[src/design/masked_write_buffer_defines.svh]
// Assertion macros shared by the masked write buffer modules.
`ifndef MASKED_WRITE_BUFFER_DEFINES_SVH
`define MASKED_WRITE_BUFFER_DEFINES_SVH

`ifndef NO_ASSERTIONS

// Same-cycle implication, disabled while reset is high.
`define MWB_ASSERT_NOW(label, clk, rst, ante, cons) \
   label: assert property (@(posedge clk) disable iff (rst) (ante) |-> (cons)) \
      else $error("masked_write_buffer: same-cycle check failed");

// Next-cycle implication, disabled while reset is high.
`define MWB_ASSERT_NEXT(label, clk, rst, ante, cons) \
   label: assert property (@(posedge clk) disable iff (rst) (ante) |=> (cons)) \
      else $error("masked_write_buffer: next-cycle check failed");

`else

`define MWB_ASSERT_NOW(label, clk, rst, ante, cons)
`define MWB_ASSERT_NEXT(label, clk, rst, ante, cons)

`endif

`endif

[src/design/mwb_pkg.sv]
// Shared types and codes of the masked write buffer.
`timescale 1ns / 1ps
`default_nettype none

package mwb_pkg;

   localparam int DEPTH_DEFAULT = 16;
   localparam int WORD_W        = 64;

   typedef enum logic [1:0] {
      OP_ADD    = 2'd0,
      OP_LOOKUP = 2'd1,
      OP_COMMIT = 2'd2,
      OP_CLEAR  = 2'd3
   } op_type;

   localparam logic [1:0] KIND_ADD_ACK = 2'd0;
   localparam logic [1:0] KIND_LOOKUP  = 2'd1;
   localparam logic [1:0] KIND_COMMIT  = 2'd2;
   localparam logic [1:0] KIND_DONE    = 2'd3;

   // Which result beat the datapath builds when told to load its output register.
   typedef enum logic [2:0] {
      SEL_ADD_ACK = 3'd0,
      SEL_HIT     = 3'd1,
      SEL_MISS    = 3'd2,
      SEL_COMMIT  = 3'd3,
      SEL_EMPTY   = 3'd4
   } sel_type;

   typedef struct packed {
      logic    item_load;
      logic    add_en;
      logic    clear_en;
      logic    idx_top;
      logic    idx_zero;
      logic    idx_dec;
      logic    idx_inc;
      logic    rd_en;
      logic    out_load;
      sel_type out_sel;
   } cmd_type;

   typedef struct packed {
      logic count_zero;
      logic idx_first;
      logic idx_last;
      logic match;
      logic out_free;
   } status_type;

endpackage

`default_nettype wire

[src/design/mwb_ctrl.sv]
// Controller state machine of the masked write buffer.
`timescale 1ns / 1ps
`default_nettype none
`include "masked_write_buffer_defines.svh"

module mwb_ctrl (
   input  wire logic               clock,
   input  wire logic               reset,
   input  wire logic               req_valid,
   output logic                    req_ready,
   input  wire logic [1:0]         req_opcode,
   input  wire mwb_pkg::status_type status,
   output mwb_pkg::cmd_type        cmd
);
   import mwb_pkg::*;

   typedef enum logic [3:0] {
      ST_IDLE  = 4'b0001,
      ST_EXEC  = 4'b0010,
      ST_READ  = 4'b0100,
      ST_CHECK = 4'b1000
   } state_type;

   state_type state_ff, state_in;
   sel_type   sel_ff, sel_in;
   logic      is_lookup_ff, is_lookup_in;

   assign req_ready = (state_ff == ST_IDLE);

   always_comb begin
      state_in     = state_ff;
      sel_in       = sel_ff;
      is_lookup_in = is_lookup_ff;
      cmd          = '0;
      cmd.out_sel  = sel_ff;
      case (state_ff)
         ST_IDLE: begin
            if (req_valid) begin
               cmd.item_load = 1'b1;
               is_lookup_in  = (op_type'(req_opcode) == OP_LOOKUP);
               case (op_type'(req_opcode))
                  OP_ADD: begin
                     cmd.add_en = 1'b1;
                     sel_in     = SEL_ADD_ACK;
                     state_in   = ST_EXEC;
                  end
                  OP_LOOKUP: begin
                     if (status.count_zero) begin
                        sel_in   = SEL_MISS;
                        state_in = ST_EXEC;
                     end else begin
                        cmd.idx_top = 1'b1;
                        state_in    = ST_READ;
                     end
                  end
                  OP_COMMIT: begin
                     if (status.count_zero) begin
                        sel_in   = SEL_EMPTY;
                        state_in = ST_EXEC;
                     end else begin
                        cmd.idx_zero = 1'b1;
                        state_in     = ST_READ;
                     end
                  end
                  OP_CLEAR: begin
                     cmd.clear_en = 1'b1;
                     sel_in       = SEL_EMPTY;
                     state_in     = ST_EXEC;
                  end
                  default: state_in = ST_IDLE;
               endcase
            end
         end
         ST_EXEC: begin
            if (status.out_free) begin
               cmd.out_load = 1'b1;
               state_in     = ST_IDLE;
            end
         end
         ST_READ: begin
            cmd.rd_en = 1'b1;
            state_in  = ST_CHECK;
         end
         ST_CHECK: begin
            if (is_lookup_ff) begin
               if (status.match || status.idx_first) begin
                  cmd.out_sel = status.match ? SEL_HIT : SEL_MISS;
                  if (status.out_free) begin
                     cmd.out_load = 1'b1;
                     state_in     = ST_IDLE;
                  end
               end else begin
                  // Older entry next: the search runs from newest to oldest.
                  cmd.idx_dec = 1'b1;
                  state_in    = ST_READ;
               end
            end else begin
               cmd.out_sel = SEL_COMMIT;
               if (status.out_free) begin
                  cmd.out_load = 1'b1;
                  if (status.idx_last) begin
                     state_in = ST_IDLE;
                  end else begin
                     cmd.idx_inc = 1'b1;
                     state_in    = ST_READ;
                  end
               end
            end
         end
         default: state_in = ST_IDLE;
      endcase
   end

   always_ff @(posedge clock) begin
      if (reset) begin
         state_ff     <= ST_IDLE;
         sel_ff       <= SEL_ADD_ACK;
         is_lookup_ff <= 1'b0;
      end else begin
         state_ff     <= state_in;
         sel_ff       <= sel_in;
         is_lookup_ff <= is_lookup_in;
      end
   end

   `MWB_ASSERT_NOW(a_read_nonempty, clock, reset, state_ff == ST_READ, !status.count_zero)
   `MWB_ASSERT_NEXT(a_load_exit, clock, reset, cmd.out_load, $past(reset) || state_ff == ST_IDLE || state_ff == ST_READ)
   `MWB_ASSERT_NOW(a_check_no_accept, clock, reset, state_ff == ST_CHECK, !req_ready && !cmd.item_load)

endmodule

`default_nettype wire

[src/design/mwb_dpath.sv]
// Datapath of the masked write buffer: entry memory, count, index and result register.
`timescale 1ns / 1ps
`default_nettype none
`include "masked_write_buffer_defines.svh"

module mwb_dpath #(
   parameter int DEPTH = mwb_pkg::DEPTH_DEFAULT
) (
   input  wire logic                 clock,
   input  wire logic                 reset,
   input  wire logic [63:0]          req_word_address,
   input  wire logic [63:0]          req_write_value,
   input  wire logic [63:0]          req_bit_mask,
   input  wire logic [63:0]          req_memory_word,
   input  wire mwb_pkg::cmd_type     cmd,
   output mwb_pkg::status_type       status,
   output logic                      rsp_valid,
   input  wire logic                 rsp_ready,
   output logic [1:0]                rsp_reply_kind,
   output logic                      rsp_hit,
   output logic [63:0]               rsp_reply_data,
   output logic [63:0]               rsp_out_address,
   output logic [63:0]               rsp_out_mask,
   output logic                      rsp_overflow,
   output logic                      rsp_is_empty,
   output logic                      rsp_last
);
   import mwb_pkg::*;

   localparam int IDX_W = (DEPTH > 1) ? $clog2(DEPTH) : 1;
   localparam int CNT_W = $clog2(DEPTH + 1);

   typedef struct packed {
      logic [WORD_W-1:0] addr;
      logic [WORD_W-1:0] value;
      logic [WORD_W-1:0] mask;
   } entry_type;

   entry_type         mem [DEPTH];
   entry_type         rd_ff;

   logic [CNT_W-1:0]  count_ff, count_in;
   logic [IDX_W-1:0]  idx_ff, idx_in;
   logic [WORD_W-1:0] addr_ff;
   logic [WORD_W-1:0] memw_ff;
   logic              ovf_ff;
   logic              full;
   logic [CNT_W-1:0]  count_m1;
   logic [CNT_W-1:0]  idx_next;
   logic [WORD_W-1:0] merged;

   logic              rsp_valid_ff;
   logic [1:0]        kind_ff;
   logic              hit_ff, ovf_out_ff, empty_ff, last_ff;
   logic [WORD_W-1:0] data_ff, oaddr_ff, omask_ff;

   assign full     = (count_ff == CNT_W'(DEPTH));
   assign count_m1 = count_ff - CNT_W'(1);
   assign idx_next = CNT_W'(idx_ff) + CNT_W'(1);

   assign status.count_zero = (count_ff == '0);
   assign status.idx_first  = (idx_ff == '0);
   assign status.idx_last   = (idx_next == count_ff);
   assign status.match      = (rd_ff.addr == addr_ff);
   assign status.out_free   = !rsp_valid_ff || rsp_ready;

   // A zero mask means the stored word replaces memory entirely.
   assign merged = (rd_ff.mask == '0) ? rd_ff.value
                 : ((rd_ff.value & rd_ff.mask) | (memw_ff & ~rd_ff.mask));

   always_comb begin
      count_in = count_ff;
      if (cmd.clear_en) begin
         count_in = '0;
      end else if (cmd.add_en && !full) begin
         count_in = count_ff + CNT_W'(1);
      end
   end

   always_comb begin
      idx_in = idx_ff;
      if (cmd.idx_top) begin
         idx_in = count_m1[IDX_W-1:0];
      end else if (cmd.idx_zero) begin
         idx_in = '0;
      end else if (cmd.idx_dec) begin
         idx_in = idx_ff - IDX_W'(1);
      end else if (cmd.idx_inc) begin
         idx_in = idx_next[IDX_W-1:0];
      end
   end

   always_ff @(posedge clock) begin
      if (cmd.add_en && !full) begin
         mem[count_ff[IDX_W-1:0]] <= '{addr: req_word_address, value: req_write_value,
                                      mask: req_bit_mask};
      end
      if (cmd.rd_en) begin
         rd_ff <= mem[idx_ff];
      end
   end

   always_ff @(posedge clock) begin
      if (reset) begin
         count_ff <= '0;
      end else begin
         count_ff <= count_in;
      end
      idx_ff <= idx_in;
      if (cmd.item_load) begin
         addr_ff <= req_word_address;
         memw_ff <= req_memory_word;
         ovf_ff  <= cmd.add_en && full;
      end
   end

   always_ff @(posedge clock) begin
      if (reset) begin
         rsp_valid_ff <= 1'b0;
      end else if (cmd.out_load) begin
         rsp_valid_ff <= 1'b1;
      end else if (rsp_ready) begin
         rsp_valid_ff <= 1'b0;
      end
      if (cmd.out_load) begin
         hit_ff     <= 1'b0;
         data_ff    <= '0;
         oaddr_ff   <= '0;
         omask_ff   <= '0;
         ovf_out_ff <= 1'b0;
         last_ff    <= 1'b1;
         empty_ff   <= (count_ff == '0);
         case (cmd.out_sel)
            SEL_ADD_ACK: begin
               kind_ff    <= KIND_ADD_ACK;
               ovf_out_ff <= ovf_ff;
            end
            SEL_HIT: begin
               kind_ff <= KIND_LOOKUP;
               hit_ff  <= 1'b1;
               data_ff <= merged;
            end
            SEL_MISS: kind_ff <= KIND_LOOKUP;
            SEL_COMMIT: begin
               kind_ff  <= KIND_COMMIT;
               data_ff  <= rd_ff.value;
               oaddr_ff <= rd_ff.addr;
               omask_ff <= rd_ff.mask;
               empty_ff <= 1'b0;
               last_ff  <= status.idx_last;
            end
            SEL_EMPTY: kind_ff <= KIND_DONE;
            default:   kind_ff <= KIND_DONE;
         endcase
      end
   end

   assign rsp_valid       = rsp_valid_ff;
   assign rsp_reply_kind  = kind_ff;
   assign rsp_hit         = hit_ff;
   assign rsp_reply_data  = data_ff;
   assign rsp_out_address = oaddr_ff;
   assign rsp_out_mask    = omask_ff;
   assign rsp_overflow    = ovf_out_ff;
   assign rsp_is_empty    = empty_ff;
   assign rsp_last        = last_ff;

   `MWB_ASSERT_NOW(a_count_bound, clock, reset, 1'b1, count_ff <= CNT_W'(DEPTH))
   `MWB_ASSERT_NEXT(a_count_hold, clock, reset, !cmd.add_en && !cmd.clear_en, $past(reset) || count_ff == $past(count_ff))
   `MWB_ASSERT_NOW(a_load_free, clock, reset, cmd.out_load, status.out_free)

endmodule

`default_nettype wire

[src/design/masked_write_buffer.sv]
// Top level of the masked write buffer: controller plus datapath.
// Add, clear and commit of an empty buffer pass through the execute state to the result beat.
// Lookup reads the newest entry first, then steps to older entries until a match or the oldest.
// Commit reads entries oldest first; the single memory read port sets the pace, a full output stalls.
// A new item is taken the cycle after the previous one loads its last beat.
// Synchronous reset empties the buffer and drops any pending beat; entries are not cleared.
`timescale 1ns / 1ps
`default_nettype none

module masked_write_buffer #(
   parameter int DEPTH = mwb_pkg::DEPTH_DEFAULT
) (
   input  wire logic        clock,
   input  wire logic        reset,
   input  wire logic        req_valid,
   output logic             req_ready,
   input  wire logic [1:0]  req_opcode,
   input  wire logic [63:0] req_word_address,
   input  wire logic [63:0] req_write_value,
   input  wire logic [63:0] req_bit_mask,
   input  wire logic [63:0] req_memory_word,
   output logic             rsp_valid,
   input  wire logic        rsp_ready,
   output logic [1:0]       rsp_reply_kind,
   output logic             rsp_hit,
   output logic [63:0]      rsp_reply_data,
   output logic [63:0]      rsp_out_address,
   output logic [63:0]      rsp_out_mask,
   output logic             rsp_overflow,
   output logic             rsp_is_empty,
   output logic             rsp_last
);
   import mwb_pkg::*;

   // The controller sequences each operation; the datapath holds the entry memory,
   // the fill count, the scan index and the output register that carries each beat.
   cmd_type    cmd;
   status_type status;

   mwb_ctrl u_ctrl (
      .clock      (clock),
      .reset      (reset),
      .req_valid  (req_valid),
      .req_ready  (req_ready),
      .req_opcode (req_opcode),
      .status     (status),
      .cmd        (cmd)
   );

   // Entries are only read below the fill count, so the memory needs no clearing pass.
   mwb_dpath #(
      .DEPTH (DEPTH)
   ) u_dpath (
      .clock            (clock),
      .reset            (reset),
      .req_word_address (req_word_address),
      .req_write_value  (req_write_value),
      .req_bit_mask     (req_bit_mask),
      .req_memory_word  (req_memory_word),
      .cmd              (cmd),
      .status           (status),
      .rsp_valid        (rsp_valid),
      .rsp_ready        (rsp_ready),
      .rsp_reply_kind   (rsp_reply_kind),
      .rsp_hit          (rsp_hit),
      .rsp_reply_data   (rsp_reply_data),
      .rsp_out_address  (rsp_out_address),
      .rsp_out_mask     (rsp_out_mask),
      .rsp_overflow     (rsp_overflow),
      .rsp_is_empty     (rsp_is_empty),
      .rsp_last         (rsp_last)
   );

endmodule

`default_nettype wire
[config.mk]
export PLATFORM = sky130hd
export DESIGN_NAME = masked_write_buffer
export DESIGN_NICKNAME = d
export VERILOG_FILES = /design/src/design/mwb_pkg.sv /design/src/design/mwb_ctrl.sv /design/src/design/mwb_dpath.sv /design/src/design/masked_write_buffer.sv
export VERILOG_INCLUDE_DIRS = /design/src /design/src/design
export SDC_FILE = /design/constraint.sdc
export NUM_CORES = 2
export LEC_CHECK = 0
export CORE_MARGIN = 3
export CORE_UTILIZATION = 58
export CTS_CLUSTER_DIAMETER = 60
export DETAILED_ROUTE_END_ITERATION = 10
export DONT_BUFFER_PORTS = 1
export MAX_ROUTING_LAYER = met4
export PLACE_DENSITY = 0.74
export SYNTH_ARGS = -nofsm -noshare
export SYNTH_HDL_FRONTEND = slang
export SYNTH_SLANG_ARGS = --single-unit
export TNS_END_PERCENT = 10
[constraint.sdc]
create_clock -name clock -period 37.7 [get_ports clock]
set_input_delay 7.54 -clock clock [delete_from_list [all_inputs] [get_ports clock]]
set_output_delay 7.54 -clock clock [all_outputs]
set_load 0.01 [all_outputs]
==> flow_metrics.py <==
metrics = {
    "outcome": {
        "status": "completed",
    },
    "clock_network": {
        "root_buffer": "clkbuf_16",
        "cts_tree": "built",
        "post-cts-setup-buffers": 0,
        "cts_max_level": 5,
        "clk_pin_slew_ps": 60,
        "cts-buffers-inserted": 369,
        "cts_hold_buf": 0,
        "cts.sinks": 3608,
        "clk_latency_ps": 980,
        "ctsResizeCount": 0,
        "clk_path_buf_depth": 4,
    },
    "yosys": {
        "synth_area_leaders": "edfxtp_1 (79%), mux4_2 (7.1%), mux2i_1 (5.2%)",
        "synth-edff-count": 3595,
        "syn_nets": 6985,
        "synth_top_cell_area_share_pct": 79.0,
        "synth_area_sq_um": 137000,
        "synth_ff_type": "edfxtp_1",
        "ys_warn_count": 0,
        "syn_inst": 6711,
        "synth_cell_types": 48,
        "synthArstFlopShare_pct": 0,
        "synth_area_leader_cell": "edfxtp_1",
        "ys_seq_area_share_pct": 79.2,
        "ys_ff_latch": 3608,
        "syn_avg_cell_area_sq_um": 20.4,
    },
    "grt": {
        "grt-busiest-layer": "met2",
        "track_usage_pct": 30.3,
        "grtUsageMet2_pct": 46.1,
        "grt_max_degree": 198,
        "grt-ovfl-total": 0,
        "antenna_found_initial": 25,
        "grt_pass1_wl_um": 506000,
        "met3_usage_pct": 8.01,
        "use_met1_pct": 38.5,
        "grt_pass1_vias": 69100,
    },
    "timing": {
        "timing.slew.headroom_pct": 18.3,
        "post-route-period-util_pct": 27.6,
        "tightest_slew_ps": 1230,
        "final_hold_viol_count": 0,
        "finalSetupViolCount": 0,
        "clock_skew_ps": 65.2,
        "fmax_ghz": 0.0960,
        "fin_crit_ps": 10420,
        "grt_setup_unrepaired": "false",
        "final-max-slew-violation-count": 0,
        "fin_tns_setup_ps": 0,
    },
    "floorplanning": {
        "coreArea_sq_um": 233000,
        "fp.dieW_um": 492,
        "fp-row-count": 177,
        "start_util_pct": 58.6,
        "dieArea_sq_um": 242000,
        "ioPinCount": 462,
        "die_height_um": 492,
    },
    "drt": {
        "first_iter_violations": 9982,
        "final_antenna_net_count": 0,
        "drt-vias-per-instance": 6.75,
        "vias": 69300,
        "routed_wl_um": 358000,
        "first_pass_iters": 6,
        "wl_per_cell_um": 34.9,
        "drc": 0,
    },
    "critical_path": {
        "cp_common_cell": "buf_4",
        "max_stage_delay_ps": 940,
        "worstSetupPathType": "input pin to register",
        "cp_max_fo": 56,
        "end_kind": "register",
        "start_kind": "input pin",
        "critPathBufInv": 4,
        "critPathTopFamily": "buffers and inverters",
        "crit_slowest_cell": "buf_4",
        "reg2reg_setup_slack_ps": 31340,
        "crit_arrival_ps": 10950,
        "crit_chain": "inv_1 > ha_1 > nand3_1 > nor2b_1 > buf_4 > nand2_1 > nor2_4 > buf_4 > buf_4",
        "cp.required_ps": 38230,
    },
    "pwr": {
        "ir_drop_uv": 45.1,
        "power.density_nw_per_um2": 56.9,
        "p_leak_uw": 0.0490,
    },
    "worst_hold_path": {
        "hold_path.class": "register to register",
    },
    "final_layout": {
        "area_delta_synth_final_pct": 11.2,
        "utilization_pct": 65.2,
        "drive_above_1_share_pct": 15.4,
        "finalNetCount": 7123,
        "fillers": 14700,
    },
    "place": {
        "io_buffers": 0,
        "gp_congestion": 0.836,
        "hpwl_um": 197000,
    },
    "flow_run": {
        "drv_cap": 0,
    },
}
-- worst register-to-register path, cell delays in order, from the launching register on --
cell	delay (ps)
edfxtp_1	320
buf_4	690
buf_12	620
buf_4	900
buf_4	810
buf_12	820
buf_4	870
mux4_2	750
a22oi_1	180
nand2_1	90
-- where the power goes --
part	switching, uW	leakage [uW]	internal [uW]
Sequential	67.2	0.0325	4550
Combinational	341	0.0108	169
Clock	1470	0.00566	2060
Total	1870	0.0490	6780
-- final cells by class --
| type | instances | area (sq um) | area share (%) |
|---|---|---|---|
| diodes | 20 | 50.0 | 0.0329 |
| clock buffers | 438 | 9640 | 6.34 |
| clock inverters | 201 | 1930 | 1.27 |
| inverters | 9 | 56.3 | 0.0370 |
| multi-input cells | 2726 | 27000 | 17.8 |
| flip-flops and latches | 3608 | 108000 | 71.2 |
| well taps | 3132 | 3920 | 2.58 |
| repair buffers | 135 | 1230 | 0.806 |
-- flip-flops by register name, indices dropped and copies added, names as in the netlist --
name / count
u_dpath.mem: 3072
u_dpath.rd_ff: 192
u_dpath.addr_ff: 64
u_dpath.memw_ff: 64
u_dpath.rsp_out_address: 64
u_dpath.rsp_out_mask: 64
u_dpath.rsp_reply_data: 64
u_dpath.count_ff: 5
u_ctrl.state_ff: 4
u_dpath.idx_ff: 4
u_ctrl.sel_ff: 2
u_dpath.rsp_reply_kind: 2
u_ctrl.is_lookup_ff: 1
u_dpath.ovf_ff: 1
u_dpath.rsp_hit: 1
u_dpath.rsp_is_empty: 1
u_dpath.rsp_last: 1
u_dpath.rsp_overflow: 1
u_dpath.rsp_valid: 1
-- metrics by stage --
| stage | power (uW) | setup slack (ps) | cell area [sq um] | std cells | hold WS (ps) |
|---|---|---|---|---|---|
| finish | 8660 | 27280 | 152000 | 10300 | 486 |
| global route | 8880 | 27160 | 152000 | 10300 | 508 |
| CTS | 8690 | 27350 | 152000 | 10200 | 481 |
| detailed placement | 5210 | 26350 | 140000 | 9610 | 473 |
| global placement | 5200 | 26360 | 140000 | 9610 | 475 |
| floorplan | 5030 | 15520 | 137000 | 6711 | 442 |
-- cell families after synthesis --
logic type / after synthesis / synth area share, %
simple gates: 640 / 2.33
compound gates: 862 / 4.45
xor+xnor: 75 / 0.480
mux: 1137 / 12.3
buf+inv: 377 / 1.19
fa+ha+maj: 12 / 0.110
flops: 3608 / 79.2
-- cell usage after synthesis, types with 4 or more instances --
| library cell | n |
|---|---|
| a221oi_1 | 336 |
| nand3_1 | 7 |
| ha_1 | 12 |
| nor4_1 | 22 |
| mux4_2 | 432 |
| nand2_1 | 181 |
| buf_2 | 106 |
| o21ai_1 | 114 |
| xnor2_1 | 72 |
| nand2b_1 | 68 |
| nand4_1 | 23 |
| a21oi_1 | 6 |
| dfxtp_1 | 13 |
| inv_2 | 4 |
| buf_4 | 8 |
| clkbuf_1 | 212 |
| inv_1 | 5 |
| a22oi_1 | 149 |
| and2_1 | 132 |
| o21ai_0 | 222 |
| edfxtp_1 | 3595 |
| a221o_1 | 16 |
| mux2i_1 | 705 |
| buf_1 | 35 |
| nor3_1 | 73 |
| nor2_1 | 120 |
| buf_6 | 7 |
-- metal layers --
| layer | wire [um] | vias to the layer above |
|---|---|---|
| met2 | 171000 | 4333 |
| met3 | 41500 | 817 |
| met4 | 19300 | 0 |
| li1 | - | 28000 |
| met1 | 126000 | 36100 |
| met5 | 0 | - |
-- final timing paths --
| kind | from | to | cells past startpoint |
|---|---|---|---|
| worst max-delay path | req_opcode[0] | u_dpath.mem[10][141]$_DFFE_PP_ | 9 |
| worst max register to register | u_dpath.idx_ff[0]$_DFFE_PP_ | u_dpath.rd_ff[135]$_DFFE_PP_ | 9 |
| worst min-delay path | u_ctrl.sel_ff[1]$_SDFFE_PP0P_ | u_ctrl.sel_ff[1]$_SDFFE_PP0P_ | 2 |
| worst min register to register | u_ctrl.sel_ff[1]$_SDFFE_PP0P_ | u_ctrl.sel_ff[1]$_SDFFE_PP0P_ | 2 |
-- placed cells by master (no fill, tap or decap), types with 12 or more instances in the layout --
| cell type | instances |
|---|---|
| and2_1 | 132 |
| a22oi_1 | 149 |
| bufinv_16 | 36 |
| nand4_1 | 23 |
| dfxtp_1 | 13 |
| buf_12 | 17 |
| mux2i_1 | 705 |
| nand2b_1 | 68 |
| nor2_4 | 18 |
| nor2_1 | 102 |
| clkbuf_1 | 62 |
| diode_2 | 20 |
| xnor2_1 | 72 |
| o21ai_0 | 222 |
| a221o_1 | 16 |
| nand2_1 | 180 |
| nor4_1 | 21 |
| mux4_2 | 432 |
| clkinv_2 | 62 |
| clkinv_1 | 76 |
| edfxtp_1 | 3595 |
| o21ai_1 | 114 |
| buf_4 | 118 |
| nor3_1 | 70 |
| a221oi_1 | 336 |
| clkbuf_16 | 376 |
| ha_1 | 12 |
(Power assumes the default switching activity.)
